==> config.mk <==
export PLATFORM = sky130hd
export DESIGN_NAME = wmwg_weight
export DESIGN_NICKNAME = d
export VERILOG_FILES = /design/src/rtl/wmwg_pkg.sv /design/src/rtl/wmwg_weight.sv
export SDC_FILE = /design/constraint.sdc
export NUM_CORES = 2
export LEC_CHECK = 0
export BUFFER_PORTS_ARGS = -buffer_cell sky130_fd_sc_hd__buf_2
export CORE_MARGIN = 4
export CORE_UTILIZATION = 55
export DETAILED_ROUTE_END_ITERATION = 6
export MAX_ROUTING_LAYER = met4
export PLACE_DENSITY = 0.74
export SETUP_SLACK_MARGIN = 0.2
export SLEW_MARGIN = 40
export SYNTH_ARGS = -nofsm -noshare
export SYNTH_HDL_FRONTEND = slang
export SYNTH_SLANG_ARGS = --single-unit
==> constraint.sdc <==
create_clock -name clk -period 11.7 [get_ports clk]
set_input_delay 0 -clock clk [delete_from_list [all_inputs] [get_ports clk]]
set_output_delay 0 -clock clk [all_outputs]
set_load 0.02 [all_outputs]
==> src/rtl/wmwg_pkg.sv <==
package wmwg_pkg;

  localparam int MODE_W     = 2;
  localparam int SIGMA_W    = 16;
  localparam int ROOF_W     = 44;
  localparam int EXT_W      = 11;
  localparam int POS_W      = 10;
  localparam int WEIGHT_W   = 44;
  localparam int CFG_IDX_W  = 3;
  localparam int CFG_DATA_W = 44;

  // window sums at or above 2^SUM_BITS always saturate to the roof
  localparam int SUM_BITS  = 22;
  localparam int NEAR_ROWS = 5;

  localparam logic [ROOF_W-1:0] ROOF_RESET = {ROOF_W{1'b1}};
  localparam logic [EXT_W-1:0]  EXT_RESET  = 11'd1024;

  typedef enum logic [MODE_W-1:0] {
    MODE_ONES   = 2'd0,
    MODE_FLOOR  = 2'd1,
    MODE_ENERGY = 2'd2,
    MODE_NONE   = 2'd3
  } mode_t;

  typedef enum logic [CFG_IDX_W-1:0] {
    REG_MODE  = 3'd0,
    REG_SIGMA = 3'd1,
    REG_ROOF  = 3'd2,
    REG_ROWS  = 3'd3,
    REG_COLS  = 3'd4
  } reg_idx_t;

  typedef struct packed {
    logic valid;
    logic emit;
    logic energy;
    logic force_roof;
    logic frame_end;
  } stage_ctl_t;

endpackage

==> src/rtl/wmwg_weight.sv <==
module wmwg_weight import wmwg_pkg::*; #(
  parameter int WSUM_W   = 21,
  parameter int SIMPLE_W = 16
) (
  input  logic                clk,
  input  logic                rst_n,
  input  logic                adv,
  input  stage_ctl_t          ctl_c,
  input  logic [SIMPLE_W-1:0] simple_w_c,
  input  logic [POS_W-1:0]    row_c,
  input  logic [POS_W-1:0]    col_c,
  input  logic [WSUM_W-1:0]   wsum,
  input  logic [SIGMA_W-1:0]  sigma,
  input  logic [ROOF_W-1:0]   roof,
  output logic                out_valid,
  output logic [WEIGHT_W-1:0] out_weight,
  output logic [POS_W-1:0]    out_row,
  output logic [POS_W-1:0]    out_col,
  output logic                out_frame_end
);

  localparam int XW  = WSUM_W + SUM_BITS;
  localparam int SQW = 2 * SUM_BITS;
  localparam int S2W = 2 * SIGMA_W;
  localparam int EW  = ((SQW > S2W) ? SQW : S2W) + 1;

  logic [XW-1:0]       wsum_x;
  logic [SUM_BITS-1:0] lo;
  logic                ovf;
  logic [SQW-1:0]      sq;
  logic [S2W-1:0]      s2;

  stage_ctl_t          ctl_d_r;
  logic [SIMPLE_W-1:0] simple_w_d_r;
  logic [POS_W-1:0]    row_d_r, col_d_r;
  logic [SQW-1:0]      sq_d_r;
  logic [S2W-1:0]      s2_d_r;
  logic                ovf_d_r;

  logic [EW-1:0]       energy;
  logic [WEIGHT_W-1:0] weight_nxt;

  logic                out_valid_r;
  logic [WEIGHT_W-1:0] weight_r;
  logic [POS_W-1:0]    row_r, col_r;
  logic                frame_end_r;

  assign wsum_x = XW'(wsum);
  assign ovf    = |wsum_x[XW-1:SUM_BITS];
  assign lo     = wsum_x[SUM_BITS-1:0];
  assign sq     = lo * lo;
  assign s2     = sigma * sigma;

  always_ff @(posedge clk) begin
    if (!rst_n) begin
      ctl_d_r     <= '0;
      out_valid_r <= 1'b0;
    end else if (adv) begin
      ctl_d_r     <= ctl_c;
      out_valid_r <= ctl_d_r.valid && ctl_d_r.emit;
    end
  end

  always_ff @(posedge clk) begin
    if (adv && ctl_c.valid) begin
      simple_w_d_r <= simple_w_c;
      row_d_r      <= row_c;
      col_d_r      <= col_c;
      sq_d_r       <= sq;
      s2_d_r       <= s2;
      ovf_d_r      <= ovf;
    end
  end

  assign energy = EW'(s2_d_r) + EW'(sq_d_r);

  always_comb begin
    if (ctl_d_r.energy) begin
      if (ovf_d_r || ctl_d_r.force_roof) begin
        weight_nxt = roof;
      end else if (energy < EW'(roof)) begin
        weight_nxt = WEIGHT_W'(energy);
      end else begin
        weight_nxt = roof;
      end
    end else begin
      weight_nxt = WEIGHT_W'(simple_w_d_r);
    end
  end

  always_ff @(posedge clk) begin
    if (adv && ctl_d_r.valid) begin
      weight_r    <= weight_nxt;
      row_r       <= row_d_r;
      col_r       <= col_d_r;
      frame_end_r <= ctl_d_r.frame_end;
    end
  end

  assign out_valid     = out_valid_r;
  assign out_weight    = weight_r;
  assign out_row       = row_r;
  assign out_col       = col_r;
  assign out_frame_end = frame_end_r;

endmodule

# ---- Word level (Yosys, flattened, before mapping)
# Index checks and enable logic that the tools add are counted.
dict set report op_classes {
  order_cmp 1
  n_mul 2
  reduce_logical 3
  n_mux 3
  n_addsub 1
}
# op count
set op_table {}
lappend op_table {{two-way mux 44 bit} 2}
lappend op_table {{adder 32 x 44 -> 45 bit} 1}
lappend op_table {{less-than comparator 45 x 44 -> 1 bit} 1}
lappend op_table {{multiplier 21 x 21 -> 42 bit} 1}
lappend op_table {{multiplier 16 x 16 -> 32 bit} 1}
lappend op_table {{two-way mux 16 bit} 1}
lappend op_table {{logical AND 1 bit} 3}
dict set report totals {
  ff_bits 183
  wordCells 26
  inputBits 125
  output_inout_bits 66
}

# ---- Longest topological paths before layout
dict set report logic_depth {
  ltp_word 5
  ltp_mapped 29
  mapped_depth_nobuf 28
}

# ---- Least setup slack after synthesis
# No wires, ideal clock.
dict set report synth_path {
  path_type {input to register}
  startpoint {input wsum[5]}
  endpoint {register sq_d_r[40] (data pin)}
  setup_ns 0.274
  slack_ns 4.820
  required_ns 11.426
  t_arrival_ns 6.606
  path_stages 28
  n_path_buf 2
  cell_sequence {clkbuf_1 > clkbuf_1 > nand2_1 > fa_1 > inv_1 > fa_1 > inv_1 > fa_1 > inv_1 > fa_1 > inv_1 > fa_1 > inv_1 > fa_1 > inv_1 > fa_1 > inv_1 > ha_1 > and4_1 > a21oi_1 > o21ai_0 > o211ai_1 > nand2_1 > a221o_1 > and4_1 > a2111oi_0 > o41ai_1 > xor2_1}
}
dict set report synth_between {
  elab_chain_len 1
}
# item line_no
set synth_rtl {}
lappend synth_rtl {{start, declared} wmwg_weight.sv:12} ;# input logic [WSUM_W-1:0] wsum,
lappend synth_rtl {{multiplier 21 x 21 -> 42 bit} wmwg_weight.sv:51} ;# assign sq = lo * lo;
lappend synth_rtl {{named net sq[40]} wmwg_weight.sv:30} ;# logic [SQW-1:0] sq;
lappend synth_rtl {{end signal, assigned} wmwg_weight.sv:69} ;# sq_d_r <= sq;
lappend synth_rtl {{end, declared} wmwg_weight.sv:36} ;# logic [SQW-1:0] sq_d_r;
# The timed path passes the listed nets, and every way through them passes these cells.
# A chain may end at the register's enable or synchronous reset.

# ---- Final worst setup path
dict set report layout_path {
  startpoint {input wsum[10]}
  endpoint {register sq_d_r[40] (data pin)}
}
# The elaborated chain is that of the path after synthesis.

==> results.yml <==
status:
  status: "complete, no violations"
setup_path:
  worstPathArrival_ns: 7.44
  worst-path-buf-inv: 8
  path_class: "input pin to flop"
  cp_slowest_cell: "fa_1"
  regToRegSetupSlack_ns: 5.89
  cp-end-kind: "flop"
  cp-start-kind: "input pin"
  cpLargestDelayFamily: "adder cells"
  worstPathMaxFanout: 21
  slowest_delay_ns: 0.56
  cp_data_required_time_ns: 11.88
floorplanning:
  die_area_mm2: 0.05523
  initial_core_util: 0.5604
  dieHeight_um: 235.0
  rows: 82
  coreArea_mm2: 0.05058
  io_pins: 191
  die_w_um: 235.0
yosys:
  synthArstFlopShare: 0
  synthDistinctLibCells: 69
  ys_seq_elements: 179
  syn_nets: 3813
  ys_seq_area_frac: 0.1875
  syn_avg_cell_area_um2: 9.818
  synth_edf_count: 173
  synthCells: 2887
  syn_area_mm2: 0.02835
  synth_ff_type: "edfxtp_1"
  yosysWarningCount: 0
layout:
  final_layout_size_suffix_gt1_frac: 0.08363
  area_growth_pct: 10.60
  final_cell_mix: "inv_1, fa_1, ha_1, nand2_1, buf_2"
  final_common_cell: "inv_1"
  finalCoreUtilization: 0.6198
  fin_nets: 4022
sta:
  setup_tns_ns: 0
  slew_violations: 0
  rsz0062_at_grt: "false"
  setup_violations: 0
  finalCritPeriodShare: 0.6200
  finalClockSkew_ns: 0.01489
  layout_setup_ws_ns: 4.446
  tightest_slew_ns: 0.6979
  relSlewSlack: 0.5298
  hold_viol: 0
  fmax_mhz: 137.9
  finalWorstPathRequiredPeriod_ns: 7.254
global_routing:
  grt.overflow.total: 0
  grt_util_all_layers: 0.2560
  antenna_found_initial: 5
  grt_pass1_vias: 22727
  grt_pass1_wl_mm: 112.1
  grt_max_degree: 68
clock_tree:
  postCtsSetupBuffers: 0
  clkSinkCount: 179
  cts_htree_levels: 4
  clkSlewWorstSetupHoldPaths_ns: 0.08
  clk_latency_ns: 0.45
  root_buffer: "clkbuf_16"
  tritoncts: "done"
  cts.path.max_buffers: 2
  cts_made_buffers: 17
detailed_routing:
  wl_per_cell_um: 17.61
  vias_per_cell: 5.464
  vias: 20692
  drt_iter0_drc: 1271
  drtAntennaViolNets: 0
  drt_first_pass_iters: 5
  drt_wl_total_mm: 66.69
  drcViolationCount: 0
placed_design:
  pre_cts_ws_ns: 4.109
  io_buffers: 190
  gp_congestion: 0.9239
  hpwl_mm: 53.36
run:
  drv_cap: 0
worst_hold_path:
  hold_path_class: "input pin to flop"
[repair_timing]
item,in CTS,in global routing
setup endpoints to repair,0,0
gates resized for setup,0,0
hold endpoints to repair,79,1
hold buffers,82,1
[path summary, 6_finish.rpt]
kind / from / endpoint / depth (start not counted)
worst max-delay path: wsum[10] / sq_d_r[40] / 27
worst min-delay path: roof[31] / out_weight[31] / 3
worst max register to register: s2_d_r[3] / out_weight[14] / 19
worst min register to register: col_d_r[9] / out_col[9] / 0
[cell usage after synthesis, types with 44 or more instances]
cell,count,share of area
a21o_1,65,0.017
a21oi_1,127,0.022
and2_1,129,0.028
clkbuf_1,84,0.011
edfxtp_1,173,0.18
fa_1,476,0.34
ha_1,325,0.14
inv_1,715,0.095
nand2_1,272,0.036
nor2_1,104,0.014
o21ai_0,44,0.0078
xnor2_1,73,0.023
[metal layers]
layer	vias to the layer above	wire, um	global-route usage	part of all wire
li1	9427	-	-	-
met1	10370	26760	0.3170	0.40
met2	750	34030	0.4417	0.51
met4	0	1880	0.07179	0.028
met3	145	4011	0.03752	0.060
met5	-	0	-	0
[flip-flops by register name (all words and copies together), names as in the netlist]
| signal | cells |
|---|---|
| simple_w_d_r | 16 |
| col_d_r | 10 |
| row_d_r | 10 |
| ctl_d_r | 5 |
| sq_d_r | 41 |
| out_col | 10 |
| out_valid | 1 |
| out_row | 10 |
| out_weight | 44 |
| s2_d_r | 31 |
| out_frame_end | 1 |
[worst reg2reg max path: stages, from the launching register on]
cell	delay, ns
edfxtp_1	0.42
ha_1	0.33
a21oi_2	0.22
nor2_1	0.09
o31a_1	0.36
a21o_2	0.23
a21oi_1	0.26
o21bai_1	0.12
xor2_1	0.28
ha_1	0.32
a21oi_1	0.14
o21ai_0	0.18
a221o_1	0.44
a211o_1	0.30
a31o_2	0.26
a21oi_1	0.35
o21a_2	0.20
buf_4	0.44
mux2i_1	0.50
a21oi_1	0.12
[cell families after synthesis]
| family | synth area share |
|---|---|
| buf+inv | 0.1066 |
| fa+ha+maj | 0.4796 |
| simple gates | 0.1041 |
| compound gates | 0.08091 |
| flops | 0.1875 |
| xor+xnor | 0.03522 |
| mux | 0.006091 |
[metrics by stage]
step | hold slack (ns) | cell area, um^2 | instances
final | 0.04573 | 31350 | 3787
after global placement | 0.1787 | 29850 | 3664
after floorplan | 0.09887 | 28350 | 2887
after CTS | 0.003279 | 31320 | 3780
after global routing | 0.02960 | 31350 | 3786
after detailed placement | 0.1781 | 29880 | 3666
[final cells by class]
type	instances	area [um^2]
flip-flops and latches	179	5319
clock buffers	18	439.2
fillers	3993	19230
clock inverters	14	177.7
inverters	716	2688
repair buffers	278	1843
multi-input cells	1904	20030
diodes	6	15.01
well taps	672	840.8
Power is left out: the tool's default activity adds up to more than one toggle a clock period on the data nets, which glitch-free logic cannot reach.
