`config.mk`:
```
export PLATFORM = sky130hd
export DESIGN_NAME = wmwg_window
export DESIGN_NICKNAME = d
export VERILOG_FILES = /design/src/rtl/wmwg_pkg.sv /design/src/rtl/wmwg_window.sv
export SDC_FILE = /design/constraint.sdc
export NUM_CORES = 1
export LEC_CHECK = 0
export ABC_CLOCK_PERIOD_IN_PS = 10600
export BUFFER_PORTS_ARGS = -buffer_cell sky130_fd_sc_hd__buf_2
export CORE_UTILIZATION = 30
export CTS_CLUSTER_SIZE = 28
export DETAILED_ROUTE_END_ITERATION = 10
export GPL_ROUTABILITY_DRIVEN = 0
export GPL_TIMING_DRIVEN = 0
export PLACE_DENSITY = 0.45
export SYNTH_ARGS = -nofsm -noshare
export SYNTH_HDL_FRONTEND = slang
export SYNTH_SLANG_ARGS = --single-unit
```
`constraint.sdc`:
```
create_clock -name clk -period 10.6 [get_ports clk]
set_clock_uncertainty 0.2 [all_clocks]
set_input_delay 1.59 -clock clk [delete_from_list [all_inputs] [get_ports clk]]
set_output_delay 1.59 -clock clk [all_outputs]
set_load 0.01 [all_outputs]
```
`src/rtl/wmwg_pkg.sv`:
```
package wmwg_pkg;

  localparam int MODE_W     = 2;
  localparam int SIGMA_W    = 16;
  localparam int ROOF_W     = 44;
  localparam int EXT_W      = 11;
  localparam int POS_W      = 10;
  localparam int WEIGHT_W   = 44;
  localparam int CFG_IDX_W  = 3;
  localparam int CFG_DATA_W = 44;

  // window sums at or above 2^SUM_BITS always saturate to the roof
  localparam int SUM_BITS  = 22;
  localparam int NEAR_ROWS = 5;

  localparam logic [ROOF_W-1:0] ROOF_RESET = {ROOF_W{1'b1}};
  localparam logic [EXT_W-1:0]  EXT_RESET  = 11'd1024;

  typedef enum logic [MODE_W-1:0] {
    MODE_ONES   = 2'd0,
    MODE_FLOOR  = 2'd1,
    MODE_ENERGY = 2'd2,
    MODE_NONE   = 2'd3
  } mode_t;

  typedef enum logic [CFG_IDX_W-1:0] {
    REG_MODE  = 3'd0,
    REG_SIGMA = 3'd1,
    REG_ROOF  = 3'd2,
    REG_ROWS  = 3'd3,
    REG_COLS  = 3'd4
  } reg_idx_t;

  typedef struct packed {
    logic valid;
    logic emit;
    logic energy;
    logic force_roof;
    logic frame_end;
  } stage_ctl_t;

endpackage

```
`src/rtl/wmwg_window.sv`:
```
module wmwg_window import wmwg_pkg::*; #(
  parameter int MAX_COLS        = 1024,
  parameter int MAX_ROWS        = 1024,
  parameter int TIME_HALF_WIN   = 5,
  parameter int OFFSET_HALF_WIN = 3,
  parameter int SAMPLE_BITS     = 16,
  localparam int RW        = $clog2(MAX_ROWS),
  localparam int CW        = $clog2(MAX_COLS),
  localparam int RXW       = $clog2(MAX_ROWS + 1),
  localparam int CXW       = $clog2(MAX_COLS + 1),
  localparam int MAG_LINES = 2 * OFFSET_HALF_WIN - 1,
  localparam int WIN_COLS  = 2 * TIME_HALF_WIN,
  localparam int CSW = $clog2(64'(2 * OFFSET_HALF_WIN) * (64'(1) << (SAMPLE_BITS - 1)) + 64'(1)),
  localparam int WSW = $clog2(64'(WIN_COLS) * 64'(2 * OFFSET_HALF_WIN) *
                              (64'(1) << (SAMPLE_BITS - 1)) + 64'(1)),
  localparam int SWW = (SAMPLE_BITS > SIGMA_W) ? SAMPLE_BITS : SIGMA_W
) (
  input  logic                                  clk,
  input  logic                                  rst_n,
  input  logic                                  adv,
  input  logic                                  vb,
  input  logic [SAMPLE_BITS-1:0]                mag_b,
  input  logic [RW-1:0]                         row_b,
  input  logic [CW-1:0]                         col_b,
  input  logic                                  zero_b,
  input  logic [MAG_LINES-1:0][SAMPLE_BITS-1:0] line_mag,
  input  mode_t                                 mode,
  input  logic [SIGMA_W-1:0]                    sigma,
  input  logic [RXW-1:0]                        rows_ext,
  input  logic [CXW-1:0]                        cols_ext,
  output stage_ctl_t                            ctl_c,
  output logic [SWW-1:0]                        simple_w_c,
  output logic [POS_W-1:0]                      row_c,
  output logic [POS_W-1:0]                      col_c,
  output logic [WSW-1:0]                        wsum
);

  localparam int RQ = RXW + 2;
  localparam int CQ = CXW + 2;

  logic [CSW-1:0] csum;
  logic [CSW-1:0] colsum_r [WIN_COLS];
  logic [WSW-1:0] wsum_r;
  logic [WSW-1:0] tail;

  logic [RQ-1:0] rq, rows_q, ih, half;
  logic [CQ-1:0] cq, cols_q, it;
  logic          row_in, col_in, near;
  logic          end_pix, end_win;

  stage_ctl_t           ctl_nxt, ctl_c_r;
  logic [SWW-1:0]       simple_w_nxt, simple_w_c_r;
  logic [POS_W-1:0]     row_nxt, col_nxt, row_c_r, col_c_r;

  always_comb begin
    csum = CSW'(mag_b);
    for (int k = 0; k < MAG_LINES; k++) begin
      csum = csum + CSW'(line_mag[k]);
    end
  end

  // column sums that stay in the window after the shift
  always_comb begin
    tail = '0;
    for (int k = 0; k < WIN_COLS - 1; k++) begin
      tail = tail + WSW'(colsum_r[k]);
    end
  end

  // window sum over the column sum shift line
  always_ff @(posedge clk) begin
    if (!rst_n) begin
      wsum_r <= '0;
      for (int k = 0; k < WIN_COLS; k++) begin
        colsum_r[k] <= '0;
      end
    end else if (adv && vb) begin
      wsum_r      <= WSW'(csum) + tail;
      colsum_r[0] <= csum;
      for (int k = 1; k < WIN_COLS; k++) begin
        colsum_r[k] <= colsum_r[k-1];
      end
    end
  end

  // window center trails the sample by OFFSET_HALF_WIN-1 rows and TIME_HALF_WIN-1 cols
  assign rq     = RQ'(row_b);
  assign cq     = CQ'(col_b);
  assign rows_q = RQ'(rows_ext);
  assign cols_q = CQ'(cols_ext);
  assign ih     = rq - RQ'(OFFSET_HALF_WIN - 1);
  assign it     = cq - CQ'(TIME_HALF_WIN - 1);
  assign half   = rows_q >> 1;
  assign row_in = (rq >= RQ'(2 * OFFSET_HALF_WIN - 1)) && (rq + RQ'(1) < rows_q);
  assign col_in = (cq >= CQ'(2 * TIME_HALF_WIN - 1)) && (cq + CQ'(1) < cols_q);
  assign near   = (ih + RQ'(NEAR_ROWS) > half) && (ih < half + RQ'(NEAR_ROWS));
  assign end_pix = (rq + RQ'(1) == rows_q) && (cq + CQ'(1) == cols_q);
  assign end_win = (rq + RQ'(2) == rows_q) && (cq + CQ'(2) == cols_q);

  always_comb begin
    ctl_nxt            = '0;
    ctl_nxt.valid      = vb;
    ctl_nxt.force_roof = zero_b && near;
    simple_w_nxt       = SWW'(1);
    row_nxt            = POS_W'(row_b);
    col_nxt            = POS_W'(col_b);
    unique case (mode)
      MODE_ONES: begin
        ctl_nxt.emit      = 1'b1;
        ctl_nxt.frame_end = end_pix;
      end
      MODE_FLOOR: begin
        ctl_nxt.emit      = 1'b1;
        ctl_nxt.frame_end = end_pix;
        simple_w_nxt      = (SWW'(mag_b) > SWW'(sigma)) ? SWW'(mag_b) : SWW'(sigma);
      end
      MODE_ENERGY: begin
        ctl_nxt.emit      = row_in && col_in;
        ctl_nxt.energy    = 1'b1;
        ctl_nxt.frame_end = end_win;
        row_nxt           = POS_W'(ih);
        col_nxt           = POS_W'(it);
      end
      default: ctl_nxt.emit = 1'b0;
    endcase
  end

  always_ff @(posedge clk) begin
    if (!rst_n) begin
      ctl_c_r <= '0;
    end else if (adv) begin
      ctl_c_r <= ctl_nxt;
    end
  end

  always_ff @(posedge clk) begin
    if (adv && vb) begin
      simple_w_c_r <= simple_w_nxt;
      row_c_r      <= row_nxt;
      col_c_r      <= col_nxt;
    end
  end

  assign ctl_c      = ctl_c_r;
  assign simple_w_c = simple_w_c_r;
  assign row_c      = row_c_r;
  assign col_c      = col_c_r;
  assign wsum       = wsum_r;

endmodule

```
---- After elaboration in Yosys (flattened, before gate mapping) ----
Memories as Yosys holds them, arrays and structs flattened.
Cells that the tools add are included.
word-level totals
  memories ................................ 1
  memory bits (writable) .................. 180
  output and inout bits ................... 62
  word-level logic and storage cells ...... 85
  input bits .............................. 161
  register bits after elaboration ......... 62
cells by class
  multiplexer cells ....................... 20
  bitwise logic cells ..................... 10
  magnitude comparators ................... 7
  equal/unequal tests ..................... 6
  add/sub/neg operators ................... 22
  reduce and logical (&&, ||, !) cells .... 10
memory list
  memory    depth  width  read ports  clocked after memory_dff  write ports  line               source
  colsum_r  10     18     9           0                         10           wmwg_window.sv:42  logic [CSW-1:0] colsum_r [WIN_COLS];
operators with widths
  kind                                                                     count
  18-bit two-way mux                                                       10
  21-bit by 18-bit adder with 21-bit output                                5
  18-bit by 16-bit adder with 18-bit output                                3
  11-bit == test                                                           4
  13-bit by 11-bit < comparator with 1-bit output                          3
  10-bit by 1-bit adder with 11-bit output (second input constant)         2
  10-bit by 2-bit adder with 11-bit output (second input constant)         2
  18-bit by 21-bit adder with 21-bit output                                1
  20-bit by 18-bit adder with 21-bit output                                1
  19-bit by 18-bit adder with 20-bit output                                1
  10-bit two-way mux                                                       2
  18-bit by 18-bit adder with 19-bit output                                1
  17-bit by 16-bit adder with 18-bit output                                1
  16-bit by 16-bit adder with 17-bit output                                1
  16-bit greater-than comparator                                           1
  16-bit two-way mux                                                       1
  13-bit by 10-bit greater-than comparator with 1-bit output               1
  11-bit by 4-bit adder with 12-bit output (second input constant)         1
  10-bit by 3-bit adder with 11-bit output (second input constant)         1
  10-bit by 2-bit subtractor with 11-bit output (second input constant)    1
  10-bit by 3-bit >= comparator with 1-bit output (second input constant)  1
  10-bit by 4-bit >= comparator with 1-bit output (second input constant)  1
  1-bit bitwise OR                                                         10
  10-bit by 3-bit subtractor with 10-bit output (second input constant)    1
  7 further kinds                                                          19

---- Depth between registers and ports, before layout ----
An unclocked memory read counts as a cell.
  depth after elaboration ................. 10
  gate-level depth with buffers ........... 35
  gate-level depth less buffers ........... 35

---- Worst setup path after synthesis ----
No wires, ideal clock.
  kind .................................... in2reg
  start point ............................. input port mag_b[2]
  end point ............................... register wsum_r[20] (netlist: wsum[20])
  data arrival time ....................... 9.201 ns
  setup time .............................. 0.130 ns
  stages .................................. 31
  data required time ...................... 10.270 ns
  setup slack ............................. 1.069 ns
  path buffers ............................ 0
  path through ............................ fa_1 inv_1 fa_1 fa_1 inv_1 ha_1 inv_1 fa_1 nor2b_1 o21ai_0 a21boi_0 o31a_1 o221ai_1 xnor2_1 fa_1 inv_1 fa_1 fa_1 inv_1 fa_1 inv_1 fa_1 inv_1 ha_1 a21o_1 a31o_2 or4_4 a311oi_2 nor3_1 o2111ai_1 o211ai_1
between the ends
  word-level cells in the longest chain between the ends .. 6
ends and longest elaborated chain
  what                                                    line               source
  start: declaration                                      wmwg_window.sv:22  input logic [SAMPLE_BITS-1:0] mag_b,
  16-bit by 16-bit adder with 17-bit output               wmwg_window.sv:58  csum = csum + CSW'(line_mag[k]);
  17-bit by 16-bit adder with 18-bit output               wmwg_window.sv:58
  18-bit by 16-bit adder with 18-bit output (3 in a row)  wmwg_window.sv:58
  via csum[14]                                            wmwg_window.sv:41  logic [CSW-1:0] csum;
  18-bit by 21-bit adder with 21-bit output               wmwg_window.sv:78  wsum_r <= WSW'(csum) + tail;
  end signal: assignment                                  wmwg_window.sv:78
  end: declaration                                        wmwg_window.sv:43  logic [WSW-1:0] wsum_r;
The timed path passes the listed nets, and every way through them passes these cells.
A chain may end at the register's enable or synchronous reset.

---- Worst setup path after layout ----
Same ends and word-level chain as after synthesis.

==> impl_metrics.csv <==
group,metric,value,unit
logic_synthesis,avgSynthCellArea,10.9,sq um
die,core,59100,sq um
die,die_area,60900,sq um
die,pin_count,223,
timing,max_slew_margin,41.3,%
timing,slew_viol_final,0,
timing,worst_pin_slew,0.880,ns
logic_synthesis,synth.distinct_cells,61,
route,routed_wl,45800,um
finish,nNetsFinal,2378,
global_routing,antenna_found_initial,1,
logic_synthesis,synth_top_area_share,33.1,%
global_routing,grt_pass1_wl,74100,um
die,start_util,30.4,%
critical_path,crit_type,"primary input to flop",
global_routing,grt.total_usage,15.7,%
clocking,htree_num_levels,1,
critical_path,cpMostUsedCell,"fa_1",
critical_path,critical_path_arrival,10.24,ns
critical_path,slowest_stage,"fa_1",
die,die_w,247,um
finish,fillerInstances,5976,
timing,setup_violations,0,
logic_synthesis,ys_warn_count,0,
logic_synthesis,async_flop_share,0,%
logic_synthesis,yosys.area.top_type,"edfxtp_1",
clocking,cts_setup_buffers,0,
timing,post-route-period-util,94.2,%
clocking,cts_buffer_depth,3,
timing,timing.final.ws_setup,0.613,ns
clocking,cts-root-buf,"clkbuf_16",
logic_synthesis,syn_inst,1648,
job,cap_violations,0,
die,die_h,247,um
timing,rsz0062_at_grt,"false",
finish,drive_gt1_share,14.5,%
logic_synthesis,synth_area,18000,sq um
logic_synthesis,synth_edf_count,198,
critical_path,reg2reg_setup_slack,4.67,ns
logic_synthesis,synth.area.top_cells,"edfxtp_1 33%, fa_1 23%, ha_1 8.3%",
critical_path,crit_path_max_incr_delay,0.61,ns
route,dr.pass1.iters,7,
route,vias_per_cell,4.48,
placement,hpwl,37300,um
run_status,status,"finished, violations left",
global_routing,grt_overflow_total,0,
placement,pre_cts_slack,-0.287,ns
route,ant_nets,0,
global_routing,grt_max_degree,67,
clocking,clock-sinks,224,
route,drt_iter0_drc,598,
timing,fmax,100,MHz
clocking,cts_tree,"yes",
logic_synthesis,ys_seq_area_share,36.0,%
route,post-route-drc-count,10,
die,fp-row-count,89,
clocking,numCtsBuffers,29,
critical_path,cp.required,10.86,ns
critical_path,critPathMaxFanout,7,
route,avgRoutedWirePerCell,17.0,um
critical_path,setup.worst_path.end_class,"flop",
critical_path,cp-start-kind,"primary input",
global_routing,grt_pass1_vias,13200,
clocking,clk_pin_slew_worst_paths,0.06,ns
logic_synthesis,syn-num-nets,2133,
run_status,violations,"design-rule violations",
timing,period_minus_slack,9.99,ns
timing,hold_violations,0,
finish,n_antenna_cell,0,
logic_synthesis,yosys_most_used_dff,"edfxtp_1",
clocking,clk_latency,0.58,ns
placement,portBuffers,211,
finish,syn_to_final_growth,17.2,%
route,route.vias.total,12000,
logic_synthesis,synth-seq-cells,224,
hold_path,hp-class,"flop to flop",
[flip-flops by register name (all words and copies together) (netlist names)]
name / count
col_c: 10
colsum_r: 162
ctl_c: 5
row_c: 10
simple_w_c: 16
wsum: 21
[synth_stat cells (3+ instances only)]
library cell	number
nand2_1	61
or3_1	4
nor2_1	75
fa_1	205
a31oi_1	6
edfxtp_1	198
o22ai_1	3
buf_1	3
o31ai_1	3
xor2_1	37
nand4_1	21
o21ai_0	42
and2_1	148
nand3_1	21
nor2b_1	7
o31a_1	3
xnor2_1	70
a211oi_1	6
nand2b_1	7
mux2i_1	17
clkbuf_1	45
dfxtp_1	26
ha_1	119
and3_1	6
a21oi_1	47
o2111ai_1	4
a21boi_0	6
nor3b_1	6
o211ai_1	7
o21a_1	16
nor4_1	7
nand3b_1	4
nor3_1	17
a21o_1	19
inv_1	348
o21bai_1	4
[placed cells by master, fill, tap and decap left out, types with 4 or more instances in the layout]
master and n:
inv_1 348, buf_2 212, fa_1 205, edfxtp_1 198, and2_1 148, ha_1 119
nor2_1 75, xnor2_1 70, nand2_1 60, clkbuf_1 47, a21oi_1 47, o21ai_0 42
xor2_1 37, clkbuf_16 29, dfxtp_1 26, nand4_1 21, nand3_1 21, a21o_1 19
nor3_1 17, mux2i_1 17, o21a_1 16, clkinv_2 8, nor2b_1 7, nand2b_1 7
o211ai_1 7, nor4_1 7, a211oi_1 6, and3_1 6, a31oi_1 6, nor3b_1 6
a21boi_0 5, clkinv_1 5, o21bai_1 4, or3_1 4, nand3b_1 4, o2111ai_1 4
bufinv_16 4
[what timing repair did]
action | CTS | global route
setup endpoints to repair | 0 | 3
gates resized for setup | 0 | 2
hold buffers | 0 | 0
[metrics by stage]
step                std cells  hold slack (ns)  TNS (ns)  area, sq um  util, %
finish                   2689            0.272         0        21100     35.6
global route             2689            0.302         0        21100     35.6
CTS                      2689            0.278         0        21100     35.6
detailed placement       2635            0.270    -0.898        20100     34.0
global placement         2632            0.262    -0.892        20000     33.8
floorplan                1648            0.288         0        18000        -
[final timing paths]
| path | start | to | depth (start not counted) |
|---|---|---|---|
| min reg2reg | wsum[0]$_SDFFE_PN0P_ | wsum[0]$_SDFFE_PN0P_ | 2 |
| max | mag_b[2] | wsum[20]$_SDFFE_PN0P_ | 32 |
| max reg2reg | colsum_r[0][2]$_SDFFCE_PN0P_ | wsum[19]$_SDFFE_PN0P_ | 18 |
| min | wsum[0]$_SDFFE_PN0P_ | wsum[0]$_SDFFE_PN0P_ | 2 |
[critical path: cells and delay by family]
family / cells / cell delay, ns
buffers and inverters: 8 / 0.61
AND/OR/NAND/NOR: 3 / 0.71
AO/OA/AOI/OAI: 9 / 1.90
adder cells (fa/ha/maj): 11 / 5.21
XOR/XNOR: 1 / 0.21
[layer usage]
| metal | part of all wire [%] | global-route usage (%) |
|---|---|---|
| met1 | 46 | 20.8 |
| met2 | 49 | 27.5 |
| met3 | 2.5 | 1.60 |
| met4 | 2.2 | 3.74 |
| met5 | 0 | 0 |
[logic make-up (layout without fill, tap and decap cells)]
family	after synthesis	after routing	synth area share, %
muxes	17	17	0.946
adders and majority gates	324	324	31.1
AOI/OAI and AO/OA	184	184	6.69
DFF	224	224	36.0
buffers and inverters	399	667	8.38
and+or+nand+nor	393	393	11.7
xor gates and xnor gates	107	107	5.21
[layout make-up]
| type | instances | area (sq um) | area share (%) |
|---|---|---|---|
| clock buffers | 33 | 761 | 3.61 |
| inverters | 349 | 1310 | 6.22 |
| plain buffers | 50 | 196 | 0.932 |
| repair buffers | 214 | 1140 | 5.40 |
| well taps | 773 | 967 | 4.59 |
| clock inverters | 21 | 215 | 1.02 |
| multi-input cells | 1025 | 10000 | 47.5 |
| flip-flops and latches | 224 | 6470 | 30.7 |
Power is not shown: default switching activity piles up to over one toggle a cycle in this logic, so the estimate is an artifact.
